`src/rtl/core/fgrq_pkg.sv`:
```
// Shared constants, codes and types of the fence-gated retirement queue.
package fgrq_pkg;

    localparam int QUEUE_DEPTH = 16;
    localparam int MAX_RESULTS = 16;
    localparam int IDX_W       = $clog2(QUEUE_DEPTH);
    localparam int CNT_W       = $clog2(QUEUE_DEPTH + 1);
    localparam int RES_W       = $clog2(MAX_RESULTS + 1);
    localparam int TAG_W       = 16;
    localparam int VAL_W       = 64;
    localparam int ENTRY_W     = 1 + VAL_W + TAG_W;

    typedef enum logic [1:0] {
        OP_PUSH    = 2'd0,
        OP_COLLECT = 2'd1,
        OP_FLUSH   = 2'd2,
        OP_NONE    = 2'd3
    } t_op;

    typedef enum logic [1:0] {
        CAUSE_IMMEDIATE = 2'd0,
        CAUSE_COLLECTED = 2'd1,
        CAUSE_FLUSHED   = 2'd2,
        CAUSE_DROPPED   = 2'd3
    } t_cause;

    typedef enum logic [1:0] {
        K_IMMED   = 2'd0,
        K_APPEND  = 2'd1,
        K_COLLECT = 2'd2,
        K_FLUSH   = 2'd3
    } t_kind;

    typedef struct packed {
        t_kind              kind;
        logic [TAG_W-1:0]   tag;
        logic               sig_kind;
        logic [VAL_W-1:0]   val_a;
        logic [VAL_W-1:0]   val_b;
    } t_cmd;

    typedef struct packed {
        logic               idle;
        logic [CNT_W-1:0]   count;
    } t_back_status;

endpackage

```
`src/rtl/core/fgrq_ram.sv`:
```
// Generic single-write, single-read RAM with registered read data.
module fgrq_ram #(
    parameter int WIDTH = 8,
    parameter int DEPTH = 16,
    localparam int AW = (DEPTH > 1) ? $clog2(DEPTH) : 1
) (
    input  logic             i_clk,
    input  logic             i_we,
    input  logic [AW-1:0]    i_waddr,
    input  logic [WIDTH-1:0] i_wdata,
    input  logic [AW-1:0]    i_raddr,
    output logic [WIDTH-1:0] o_rdata
);

    logic [WIDTH-1:0] r_mem [DEPTH];
    logic [WIDTH-1:0] r_rdata;

    always_ff @(posedge i_clk) begin
        if (i_we) begin
            r_mem[i_waddr] <= i_wdata;
        end
        r_rdata <= r_mem[i_raddr];
    end

    assign o_rdata = r_rdata;

endmodule

```
`src/rtl/core/fgrq_front.sv`:
```
// Front end: command transfer handshake and classification into queue commands.
module fgrq_front (
    input  logic                      i_start,
    input  logic [1:0]                i_operation,
    input  logic                      i_has_action,
    input  logic [15:0]               i_action_tag,
    input  logic                      i_signal_kind,
    input  logic [63:0]               i_target_value,
    input  logic [63:0]               i_done_frame,
    input  logic [63:0]               i_done_timeline,
    input  logic                      i_full,
    output logic                      o_push,
    output fgrq_pkg::t_cmd            o_cmd,
    output logic                      o_busy
);

    logic accept;

    assign accept = i_start && !i_full;
    assign o_busy = i_full;

    always_comb begin
        o_push         = 1'b0;
        o_cmd.kind     = fgrq_pkg::K_APPEND;
        o_cmd.tag      = i_action_tag;
        o_cmd.sig_kind = i_signal_kind;
        o_cmd.val_a    = i_target_value;
        o_cmd.val_b    = i_done_timeline;
        unique case (fgrq_pkg::t_op'(i_operation))
            fgrq_pkg::OP_PUSH: begin
                o_push     = accept && i_has_action;
                o_cmd.kind = (i_target_value == '0) ? fgrq_pkg::K_IMMED
                                                    : fgrq_pkg::K_APPEND;
            end
            fgrq_pkg::OP_COLLECT: begin
                o_push      = accept;
                o_cmd.kind  = fgrq_pkg::K_COLLECT;
                o_cmd.val_a = i_done_frame;
            end
            fgrq_pkg::OP_FLUSH: begin
                o_push     = accept;
                o_cmd.kind = fgrq_pkg::K_FLUSH;
            end
            fgrq_pkg::OP_NONE: begin
                o_push = 1'b0;
            end
        endcase
    end

endmodule

```
`src/rtl/core/fgrq_fifo.sv`:
```
// Two-slot command queue between front end and back end.
module fgrq_fifo (
    input  logic           i_clk,
    input  logic           i_rst_n,
    input  logic           i_push,
    input  fgrq_pkg::t_cmd i_cmd,
    input  logic           i_pop,
    output logic           o_full,
    output logic           o_valid,
    output fgrq_pkg::t_cmd o_head
);

    fgrq_pkg::t_cmd r_slot [2];
    logic           r_wp;
    logic           r_rp;
    logic [1:0]     r_cnt;
    logic           n_wp;
    logic           n_rp;
    logic [1:0]     n_cnt;

    assign o_full  = (r_cnt == 2'd2);
    assign o_valid = (r_cnt != 2'd0);
    assign o_head  = r_slot[r_rp];

    always_comb begin
        n_wp  = r_wp ^ i_push;
        n_rp  = r_rp ^ i_pop;
        n_cnt = r_cnt + {1'b0, i_push} - {1'b0, i_pop};
    end

    always_ff @(posedge i_clk) begin
        if (!i_rst_n) begin
            r_wp  <= 1'b0;
            r_rp  <= 1'b0;
            r_cnt <= 2'd0;
        end else begin
            r_wp  <= n_wp;
            r_rp  <= n_rp;
            r_cnt <= n_cnt;
        end
    end

    always_ff @(posedge i_clk) begin
        if (i_push) begin
            r_slot[r_wp] <= i_cmd;
        end
    end

endmodule

```
`src/rtl/core/fgrq_back.sv`:
```
// Back end: entry table, append, scan with in-place compaction, result strobe.
module fgrq_back (
    input  logic                 i_clk,
    input  logic                 i_rst_n,
    input  logic                 i_head_valid,
    input  fgrq_pkg::t_cmd       i_head,
    output logic                 o_pop,
    output logic                 o_valid,
    output logic [15:0]          o_retired_tag,
    output logic [1:0]           o_retire_cause,
    output logic                 o_last,
    output fgrq_pkg::t_back_status o_status
);

    typedef enum logic [1:0] {
        B_IDLE = 2'b01,
        B_SCAN = 2'b10
    } t_bstate;

    t_bstate                           r_state,     n_state;
    logic [fgrq_pkg::CNT_W-1:0]        r_count,     n_count;
    logic [fgrq_pkg::CNT_W-1:0]        r_issue,     n_issue;
    logic [fgrq_pkg::CNT_W-1:0]        r_wr,        n_wr;
    logic                              r_rv,        n_rv;
    logic [fgrq_pkg::RES_W-1:0]        r_n,         n_n;
    logic                              r_hold_v,    n_hold_v;
    logic [fgrq_pkg::TAG_W-1:0]        r_hold_tag,  n_hold_tag;
    logic                              r_flush,     n_flush;
    logic [fgrq_pkg::VAL_W-1:0]        r_frame,     n_frame;
    logic [fgrq_pkg::VAL_W-1:0]        r_tl,        n_tl;
    logic                              r_out_valid, n_out_valid;
    logic [fgrq_pkg::TAG_W-1:0]        r_out_tag,   n_out_tag;
    fgrq_pkg::t_cause                  r_out_cause, n_out_cause;
    logic                              r_out_last,  n_out_last;

    logic                              ram_we;
    logic [fgrq_pkg::IDX_W-1:0]        ram_waddr;
    logic [fgrq_pkg::ENTRY_W-1:0]      ram_wdata;
    logic [fgrq_pkg::IDX_W-1:0]        ram_raddr;
    logic [fgrq_pkg::ENTRY_W-1:0]      ram_rdata;

    logic                              issue_more;
    logic                              rd_kind;
    logic [fgrq_pkg::VAL_W-1:0]        rd_target;
    logic [fgrq_pkg::TAG_W-1:0]        rd_tag;
    logic                              hit;
    fgrq_pkg::t_cause                  scan_cause;

    fgrq_ram #(
        .WIDTH (fgrq_pkg::ENTRY_W),
        .DEPTH (fgrq_pkg::QUEUE_DEPTH)
    ) u_table (
        .i_clk   (i_clk),
        .i_we    (ram_we),
        .i_waddr (ram_waddr),
        .i_wdata (ram_wdata),
        .i_raddr (ram_raddr),
        .o_rdata (ram_rdata)
    );

    assign rd_kind    = ram_rdata[fgrq_pkg::ENTRY_W-1];
    assign rd_target  = ram_rdata[fgrq_pkg::TAG_W +: fgrq_pkg::VAL_W];
    assign rd_tag     = ram_rdata[fgrq_pkg::TAG_W-1:0];
    assign hit        = r_flush || (rd_kind ? (r_tl >= rd_target) : (r_frame >= rd_target));
    assign issue_more = (r_issue < r_count);
    assign scan_cause = r_flush ? fgrq_pkg::CAUSE_FLUSHED : fgrq_pkg::CAUSE_COLLECTED;
    assign ram_raddr  = r_issue[fgrq_pkg::IDX_W-1:0];

    always_comb begin
        n_state     = r_state;
        n_count     = r_count;
        n_issue     = r_issue;
        n_wr        = r_wr;
        n_rv        = r_rv;
        n_n         = r_n;
        n_hold_v    = r_hold_v;
        n_hold_tag  = r_hold_tag;
        n_flush     = r_flush;
        n_frame     = r_frame;
        n_tl        = r_tl;
        n_out_valid = 1'b0;
        n_out_tag   = r_hold_tag;
        n_out_cause = scan_cause;
        n_out_last  = 1'b0;
        o_pop       = 1'b0;
        ram_we      = 1'b0;
        ram_waddr   = r_wr[fgrq_pkg::IDX_W-1:0];
        ram_wdata   = ram_rdata;
        unique case (r_state)
            B_IDLE: begin
                if (i_head_valid) begin
                    o_pop = 1'b1;
                    unique case (i_head.kind)
                        fgrq_pkg::K_IMMED: begin
                            n_out_valid = 1'b1;
                            n_out_tag   = i_head.tag;
                            n_out_cause = fgrq_pkg::CAUSE_IMMEDIATE;
                            n_out_last  = 1'b1;
                        end
                        fgrq_pkg::K_APPEND: begin
                            if (r_count >= fgrq_pkg::CNT_W'(fgrq_pkg::QUEUE_DEPTH)) begin
                                n_out_valid = 1'b1;
                                n_out_tag   = i_head.tag;
                                n_out_cause = fgrq_pkg::CAUSE_DROPPED;
                                n_out_last  = 1'b1;
                            end else begin
                                ram_we    = 1'b1;
                                ram_waddr = r_count[fgrq_pkg::IDX_W-1:0];
                                ram_wdata = {i_head.sig_kind, i_head.val_a, i_head.tag};
                                n_count   = r_count + 1'b1;
                            end
                        end
                        fgrq_pkg::K_COLLECT, fgrq_pkg::K_FLUSH: begin
                            n_state  = B_SCAN;
                            n_issue  = '0;
                            n_wr     = '0;
                            n_rv     = 1'b0;
                            n_n      = '0;
                            n_hold_v = 1'b0;
                            n_flush  = (i_head.kind == fgrq_pkg::K_FLUSH);
                            n_frame  = i_head.val_a;
                            n_tl     = i_head.val_b;
                        end
                    endcase
                end
            end
            B_SCAN: begin
                n_rv = issue_more;
                if (issue_more) begin
                    n_issue = r_issue + 1'b1;
                end
                if (r_rv) begin
                    if (hit && (r_n < fgrq_pkg::RES_W'(fgrq_pkg::MAX_RESULTS))) begin
                        n_out_valid = r_hold_v;
                        n_hold_v    = 1'b1;
                        n_hold_tag  = rd_tag;
                        n_n         = r_n + 1'b1;
                    end else begin
                        ram_we = 1'b1;
                        n_wr   = r_wr + 1'b1;
                    end
                end else if (!issue_more) begin
                    n_count     = r_wr;
                    n_state     = B_IDLE;
                    n_out_valid = r_hold_v;
                    n_out_last  = 1'b1;
                end
            end
        endcase
    end

    always_ff @(posedge i_clk) begin
        if (!i_rst_n) begin
            r_state     <= B_IDLE;
            r_count     <= '0;
            r_rv        <= 1'b0;
            r_hold_v    <= 1'b0;
            r_out_valid <= 1'b0;
        end else begin
            r_state     <= n_state;
            r_count     <= n_count;
            r_rv        <= n_rv;
            r_hold_v    <= n_hold_v;
            r_out_valid <= n_out_valid;
        end
    end

    always_ff @(posedge i_clk) begin
        r_issue     <= n_issue;
        r_wr        <= n_wr;
        r_n         <= n_n;
        r_hold_tag  <= n_hold_tag;
        r_flush     <= n_flush;
        r_frame     <= n_frame;
        r_tl        <= n_tl;
        r_out_tag   <= n_out_tag;
        r_out_cause <= n_out_cause;
        r_out_last  <= n_out_last;
    end

    assign o_valid        = r_out_valid;
    assign o_retired_tag  = r_out_tag;
    assign o_retire_cause = r_out_cause;
    assign o_last         = r_out_last;
    assign o_status.idle  = (r_state == B_IDLE);
    assign o_status.count = r_count;

endmodule

```
`src/rtl/core/fence_gated_retirement_queue.sv`:
```
// Top level of the fence-gated retirement queue: front end, command queue, back end.
//
//  channel   | ports                                              | transfer when
//  ----------+----------------------------------------------------+-----------------------
//  command   | i_start, o_busy, i_operation .. i_done_timeline    | i_start && !o_busy
//  result    | o_valid, o_retired_tag, o_retire_cause, o_last     | o_valid (one cycle)
//
//  A command is taken whenever the two-slot command queue has room; o_busy means it is full.
//  The back end runs one command at a time: a push is handled while idle, a collect or
//  flush runs a scan through the single registered read port of the entry table, walked
//  one entry per cycle. A found result is held until the next hit or the end of the scan
//  and leaves in the cycle after that, in order.
//  Reset (i_rst_n low, synchronous) empties the command queue and the entry table;
//  the receiver cannot stall, results are strobed once and not held.
module fence_gated_retirement_queue (
    input  logic        i_clk,
    input  logic        i_rst_n,
    input  logic        i_start,
    output logic        o_busy,
    input  logic [1:0]  i_operation,
    input  logic        i_has_action,
    input  logic [15:0] i_action_tag,
    input  logic        i_signal_kind,
    input  logic [63:0] i_target_value,
    input  logic [63:0] i_done_frame,
    input  logic [63:0] i_done_timeline,
    output logic        o_valid,
    output logic [15:0] o_retired_tag,
    output logic [1:0]  o_retire_cause,
    output logic        o_last
);

    logic                   push;
    fgrq_pkg::t_cmd         push_cmd;
    logic                   full;
    logic                   head_valid;
    fgrq_pkg::t_cmd         head;
    logic                   pop;
    fgrq_pkg::t_back_status status;

    fgrq_front u_front (
        .i_start         (i_start),
        .i_operation     (i_operation),
        .i_has_action    (i_has_action),
        .i_action_tag    (i_action_tag),
        .i_signal_kind   (i_signal_kind),
        .i_target_value  (i_target_value),
        .i_done_frame    (i_done_frame),
        .i_done_timeline (i_done_timeline),
        .i_full          (full),
        .o_push          (push),
        .o_cmd           (push_cmd),
        .o_busy          (o_busy)
    );

    fgrq_fifo u_fifo (
        .i_clk   (i_clk),
        .i_rst_n (i_rst_n),
        .i_push  (push),
        .i_cmd   (push_cmd),
        .i_pop   (pop),
        .o_full  (full),
        .o_valid (head_valid),
        .o_head  (head)
    );

    fgrq_back u_back (
        .i_clk          (i_clk),
        .i_rst_n        (i_rst_n),
        .i_head_valid   (head_valid),
        .i_head         (head),
        .o_pop          (pop),
        .o_valid        (o_valid),
        .o_retired_tag  (o_retired_tag),
        .o_retire_cause (o_retire_cause),
        .o_last         (o_last),
        .o_status       (status)
    );

`ifndef SYNTHESIS
    a_count_bound: assert property (@(posedge i_clk) disable iff (!i_rst_n)
        status.count <= fgrq_pkg::CNT_W'(fgrq_pkg::QUEUE_DEPTH))
        else $error("entry count above table depth");

    a_single_last: assert property (@(posedge i_clk) disable iff (!i_rst_n)
        (o_valid && (o_retire_cause == fgrq_pkg::CAUSE_IMMEDIATE
                  || o_retire_cause == fgrq_pkg::CAUSE_DROPPED)) |-> o_last)
        else $error("immediate or dropped result without last");

    a_busy_after_transfer: assert property (@(posedge i_clk) disable iff (!i_rst_n)
        $rose(o_busy) |-> $past(i_start))
        else $error("command queue filled without a command transfer");

    a_scan_no_pop: assert property (@(posedge i_clk) disable iff (!i_rst_n)
        !status.idle |-> !pop)
        else $error("command taken while a scan is running");
`endif

endmodule
```
`config.mk`:
```
export PLATFORM = sky130hd
export DESIGN_NAME = fence_gated_retirement_queue
export DESIGN_NICKNAME = d
export VERILOG_FILES = /design/src/rtl/core/fgrq_pkg.sv /design/src/rtl/core/fgrq_ram.sv /design/src/rtl/core/fgrq_front.sv /design/src/rtl/core/fgrq_fifo.sv /design/src/rtl/core/fgrq_back.sv /design/src/rtl/core/fence_gated_retirement_queue.sv
export SDC_FILE = /design/constraint.sdc
export NUM_CORES = 2
export LEC_CHECK = 0
export BUFFER_PORTS_ARGS = -buffer_cell sky130_fd_sc_hd__buf_2
export CAP_MARGIN = 25
export CORE_ASPECT_RATIO = 1.75
export CORE_MARGIN = 3
export CORE_UTILIZATION = 45
export DETAILED_ROUTE_END_ITERATION = 7
export SLEW_MARGIN = 30
export SYNTH_ARGS = -nofsm -noshare
export SYNTH_HDL_FRONTEND = slang
export SYNTH_SLANG_ARGS = --single-unit
```
`constraint.sdc`:
```
create_clock -name i_clk -period 12.41 [get_ports i_clk]
set_clock_uncertainty 0.2 [all_clocks]
set_input_delay 0.6205 -clock i_clk [delete_from_list [all_inputs] [get_ports i_clk]]
set_output_delay 0.6205 -clock i_clk [all_outputs]
set_load 0.02 [all_outputs]
```
# Yosys cells after proc, flatten, opt, wreduce, memory -nomap -nowiden
# Memory sizes are Yosys's and may differ from the RTL's. A register that Yosys moved wholly into a read port is not among the register bits.
# Index checks and enable logic that the tools add are counted.
# Widths: inputs -> output; s select.
# word_totals
ff_bits	193
latch_bits	0
ramBits	1590
mem_bits_ro	0
input_bits	215
out_inout_bits	21
n_memories	2
# classes
addsub	6
mul	0
div	0
n_lt_le_gt_ge	5
n_eq_ne	19
shift	0
n_mux	72
n_bitwise	2
reduce_logical	19
# memory_table
name	words	width	rd	rd_ports_with_merged_regs	write_ports	line_no	rtl
u_back.u_table.r_mem	16	81	1	1	1	fgrq_ram.sv:15	logic [WIDTH-1:0] r_mem [DEPTH];
u_fifo.r_slot	2	147	1	1	1	fgrq_fifo.sv:13	fgrq_pkg::t_cmd r_slot [2];
# ops
cell	count
$mux 81	4
$ge 64x64->1	2
$logic_not 64->1	1
$mux 64	1
$mux 5	12
$mux 16	3
$pmux 5 s2	4
$pmux 16 s2	1
$mux 1	25
$add 5x1->5 const B	4
$mux 2	8
$mux 4	4
$eq 2x2->1 const B	6
$pmux 1 s2	6
$reduce_and 4->1	3
$ne 2x1->1 const B	5
$ne 2x2->1 const B	5
$reduce_and 3->1	3
$pmux 2 s2	2
$eq 2x1->1 const B	3
$pmux 2 s3	1
$ge 5x5->1 const B	1
$lt 5x5->1	1
$lt 5x5->1 const B	1
12 further kinds	17

# Logic depth before layout (Yosys ltp)
# logic_depth
ltp_word	9
depth_mapped	11

# Modules after synthesis
# From an unflattened synthesis, not the netlist that was laid out.
# unflattened
cells_unflattened	3564
area_unflattened_um2	72886.2
# modules_own_cells
module	n_inst	cells_each	area_each_um2
fgrq_ram	1	2078	50056.8
fgrq_fifo	1	478	10894.2
fgrq_back	1	824	10334.9
fgrq_front	1	184	1600.3

# Least setup slack after synthesis
# No wires, ideal clock.
# synth_path
path_kind	register -> register
from	reg u_back.r_state[0]
to	reg u_back.r_flush (enable)
setup_ps	619
arrival_ps	6199
setup_slack_ps	5392
stages_incl_launch_ff	4
path_buffers	0
period_less_slack_ps	7018
path_cell_list	dfxtp_1 nor2b_1 o21ai_0 nor2_1
# synth_via
elab_chain_cells	2
# synth_rtl
item	line_no	rtl
start: declaration	fgrq_back.sv:20	t_bstate r_state, n_state;
start signal: assignment	fgrq_back.sv:160	r_state <= n_state;
$eq 2x1->1	n/a	
$reduce_and 3->1 (no line)	n/a	
end signal: assignment	fgrq_back.sv:173	r_flush <= n_flush;
end: declaration	fgrq_back.sv:28	logic r_flush, n_flush;
# No other way between the ends.
# A chain may end at the register's enable or synchronous reset.

# Final worst setup path
# layout_path
from	reg u_back.u_table.r_rdata[18] (netlist: u_back.u_table.o_rdata[18]), read port of u_back.u_table.r_mem
to	mem u_back.u_table.r_mem[7][39] in the netlist's numbering (enable)
# layout_via
elab_chain_cells	9
word_cells_on_any_way	10
classes_between	2 x order compare; 6 x mux; 2 x reduce/logical
# layout_rtl
item	line_no	rtl
start: declaration	fgrq_ram.sv:16	logic [WIDTH-1:0] r_rdata;
$ge 64x64->1	fgrq_back.sv:64	assign hit = r_flush || (rd_kind ? (r_tl >= rd_target) : (r_frame >= rd_target));
$mux 1 (*)	fgrq_back.sv:64	
$logic_or 1x1->1 (*)	fgrq_back.sv:64	
$logic_and 1x1->1 (*)	fgrq_back.sv:133	if (hit && (r_n < fgrq_pkg::RES_W'(fgrq_pkg::MAX_RESULTS))) begin
$mux 1 (*)	fgrq_back.sv:133	
$mux 1 (*)	fgrq_back.sv:132	if (r_rv) begin
$pmux 1 s2 (*)	fgrq_back.sv:89	unique case (r_state)
$mux 1 (*)	fgrq_ram.sv:19	if (i_we) begin
$mux 1 (not written as such) (*)	fgrq_ram.sv:20	r_mem[i_waddr] <= i_wdata;
end: declaration	fgrq_ram.sv:15	
# Mark *: on every way between the ends. The rest lies on a longest branch, timed or not.

==> impl_results.md <==
- Outcome: complete, no violations
- Launch point of the worst path: u_back.u_table.o_rdata[18]
- DRC: 0
- Crit Path Category: reg -> reg
- Initial antenna violation count: 24
- Setup crit start kind: flop
- Setup WS post-layout: 6.69 ns
- Mapped cell area: 72200 um2
- Post-route cell area: 84100 um2
- Pin count of the biggest net entering global routing: 141
- I/O Pins: 236
- Most common cell after layout, fill and taps aside: edfxtp_1
- GR Overflow Total: 0
- Non-filler cells, final: 6078
- Vias per cell: 5.72
- Hold Fails Final Rpt: 0
- Vias in the first global route: 36.7k
- Die area: 166000 um2
- Seq/Total Area, Yosys: 76.0%
- Setup violations, final: 0
- Hold path startpoint: i_done_frame[28]
- Row count: 193
- Pleak: 27.6 nW
- Top-area cell type share of the netlist area: 72.8%
- Min-Delay Endpoint: u_fifo.r_slot[1][92]
- Aggregate global-route resource usage: 21.4%
- Cell area power density: 228 nW/um2
- Crit path arrival time: 5.92 ns
- Fin crit share: 46.1%
- Reg2Reg Depth: 11
- Routing usage on met3: 3.44%
- Bufs and invs on worst path: 2
- Dpl ws: 6.71 ns
- Count of cell types in the netlist: 61
- Reg clk slew, reported paths: 0.07 ns
- I/O Buffers: 235
- Area contributors post-synth: edfxtp_1 73%, mux4_2 13%, mux2_2 4.0%
- Fin crit period: 5.72 ns
- Antenna viol nets, final: 0
- 1st-pass router iterations: 5
- Reg2reg end: u_back.u_table.r_mem[7][39]
- Post-synthesis register bit count: 1865
- Final Core Density: 53.0%
- Die Ht: 536 um
- GR Util met1: 27.8%
- Placed cell areas: 76400 um2
- Worst R2R Setup Slack: 6.69 ns
- Clock root cell: clkbuf_16
- Clock Sinks: 1865
- Worst R2R Start: u_back.u_table.o_rdata[18]
- First-pass GRT wire length: 254 mm
- Critical-path maximum fanout: 47
- CTS tree: built
- Starting density of the core: 45.5%
- Core Area: 159000 um2
- Max-cap violations: 0
- Slowest CP cell: o221a_4
- CP max stage delay: 0.85 ns
- Mean post-synth cell area: 21.6 um2
- Critical Path RT: 12.61 ns
- Area Overhead vs Synth: 16.4%
- Hold Path Class: in -> reg
- CTS buffer count: 173
- Power, Total: 19.1 mW
- Crit path max-delay family: compound AO/OA/AOI/OAI gates
- CTS H-tree lvls: 4
- GR peak layer: met2
- WL/cell: 29.0 um
- Max-slew headroom: 26.2%
- Async set-reset flop share out of synthesis: 0%
- Fmax: 0.175 GHz
- Unrepaired setup endpoints after global routing: false
- Crit path cell chain: inv_1 > ha_1 > a211oi_1 > o21ai_1 > a41oi_2 > o22ai_1 > o31ai_1 > a311oi_2 > o41ai_4 > o221a_4 > buf_4
- GR Layer Usage met2: 37.4%
- DP Wirelength: 107 mm
- Cell count after synthesis: 3350
- Yosys top cell by area: edfxtp_1
- Gpl congestion: 0.796
- Syn. warnings: 0
- Nets: 4253
- Worst Tran Pin Value: 1.11 ns
- Iter 0 DRT Violations: 3140
- Hold slack: 0.0341 ns
- Drt total wl: 176 mm
- Final Slew Violations: 0
- Die width: 309 um
- Inst Count DP: 5572
- Maximum vdd drop: 0.170 mV
- Clock Tree Buf Depth: 4
- Setup TNS: 0 ns
- Post-synth EDFFs: 1750
- Syn Nets: 3709
- Commonest non-fill, non-tap cells in the layout: 1750 x edfxtp_1, 405 x mux4_2, 259 x mux2_2
- Worst-skew pair later-pin latency: 0.82 ns
- Layout cell share with drive strength beyond 1: 32.0%
- WHS Path Cells: 2
- Synth Flop Type: edfxtp_1
- Via count: 34.8k
- Element type at the critical path end: flop
-- sequential cells by signal (all words and copies together), names as in the netlist, 5 cells and up, named ones only --
register / flops
u_back.u_table.r_mem: 1296
u_fifo.r_slot: 294
u_back.u_table.o_rdata: 81
u_back.r_frame: 64
u_back.r_tl: 64
u_back.o_retired_tag: 16
u_back.r_hold_tag: 16
u_back.r_count: 5
u_back.r_issue: 5
u_back.r_n: 5
u_back.r_wr: 5
-- worst max-delay path by stage --
stage                                  endpoint  slack, ns  depth (start not counted)
global route        u_back.u_table.r_mem[7][38]       6.49                         11
detailed placement  u_back.u_table.r_mem[7][32]       6.71                          6
global placement    u_back.u_table.r_mem[3][44]       6.37                         12
finish              u_back.u_table.r_mem[7][39]       6.69                         11
floorplan                        u_back.r_flush       5.39                          3
CTS                 u_back.u_table.r_mem[7][46]       6.64                          6
-- metal layers --
layer,vias up,routed length [um]
met4,6,4760
met3,254,10700
li1,14939,-
met1,18466,69400
met5,-,40
met2,1128,91200
-- cell families (layout without fill, tap and decap cells) --
| group | after synthesis | after routing | synth area share, % |
|---|---|---|---|
| AO/OA/AOI/OAI | 176 | 176 | 1.56 |
| flip-flops | 1865 | 1865 | 76.0 |
| multiplexers | 684 | 684 | 16.9 |
| other | 0 | 4 | 0 |
| XOR/XNOR | 12 | 12 | 0.146 |
| AND/OR/NAND/NOR | 248 | 248 | 1.72 |
| adder cells (fa/ha/maj) | 144 | 144 | 2.49 |
| buffers and inverters | 221 | 898 | 1.17 |
-- report_power, final --
group | switching (mW) | internal [mW] | total (mW)
Clock | 2.27 | 3.03 | 5.30
Sequential | 0.246 | 8.29 | 8.54
Combinational | 3.19 | 2.11 | 5.30
Total | 5.71 | 13.4 | 19.1
-- synth_stat cells, types with 11 or more instances --
cell type     n
nand3_1      28
mux4_2      405
clkbuf_1     84
nor3_1       12
ha_1        144
mux2i_1      20
o31ai_1      13
buf_1        37
edfxtp_1   1750
nand4_1      22
mux2_2      259
nor2_1       49
dfxtp_1     115
nand2_1      74
and2_1       11
o21ai_0      49
a21oi_1      56
nor4_1       18
buf_2        15
inv_1        85
-- cell type report --
cell class                 count  area, um2
timing repair buffer         505       3900
inverter                      85        319
tap                         2047       2560
sequential                  1865      54900
clock inverter                91        957
fill                       12273      74600
multi-input combinational   1264      16800
clock buffer                 217       4630
antenna                        4       10.0
-- what timing repair did --
item / CTS / global route
setup buffers: 0 / 0
endpoints found under the hold margin: 283 / 0
resized for setup: 0 / 0
hold buffers: 190 / 0
-- worst reg2reg max path: stages, from the launching register on --
cell      delay [ns]
dfxtp_1         0.32
inv_1           0.06
ha_1            0.30
a211oi_1        0.19
o21ai_1         0.11
a41oi_2         0.58
o22ai_1         0.19
o31ai_1         0.74
a311oi_2        0.28
o41ai_4         0.59
o221a_4         0.86
buf_4           0.83
(Power assumes the default switching activity.)
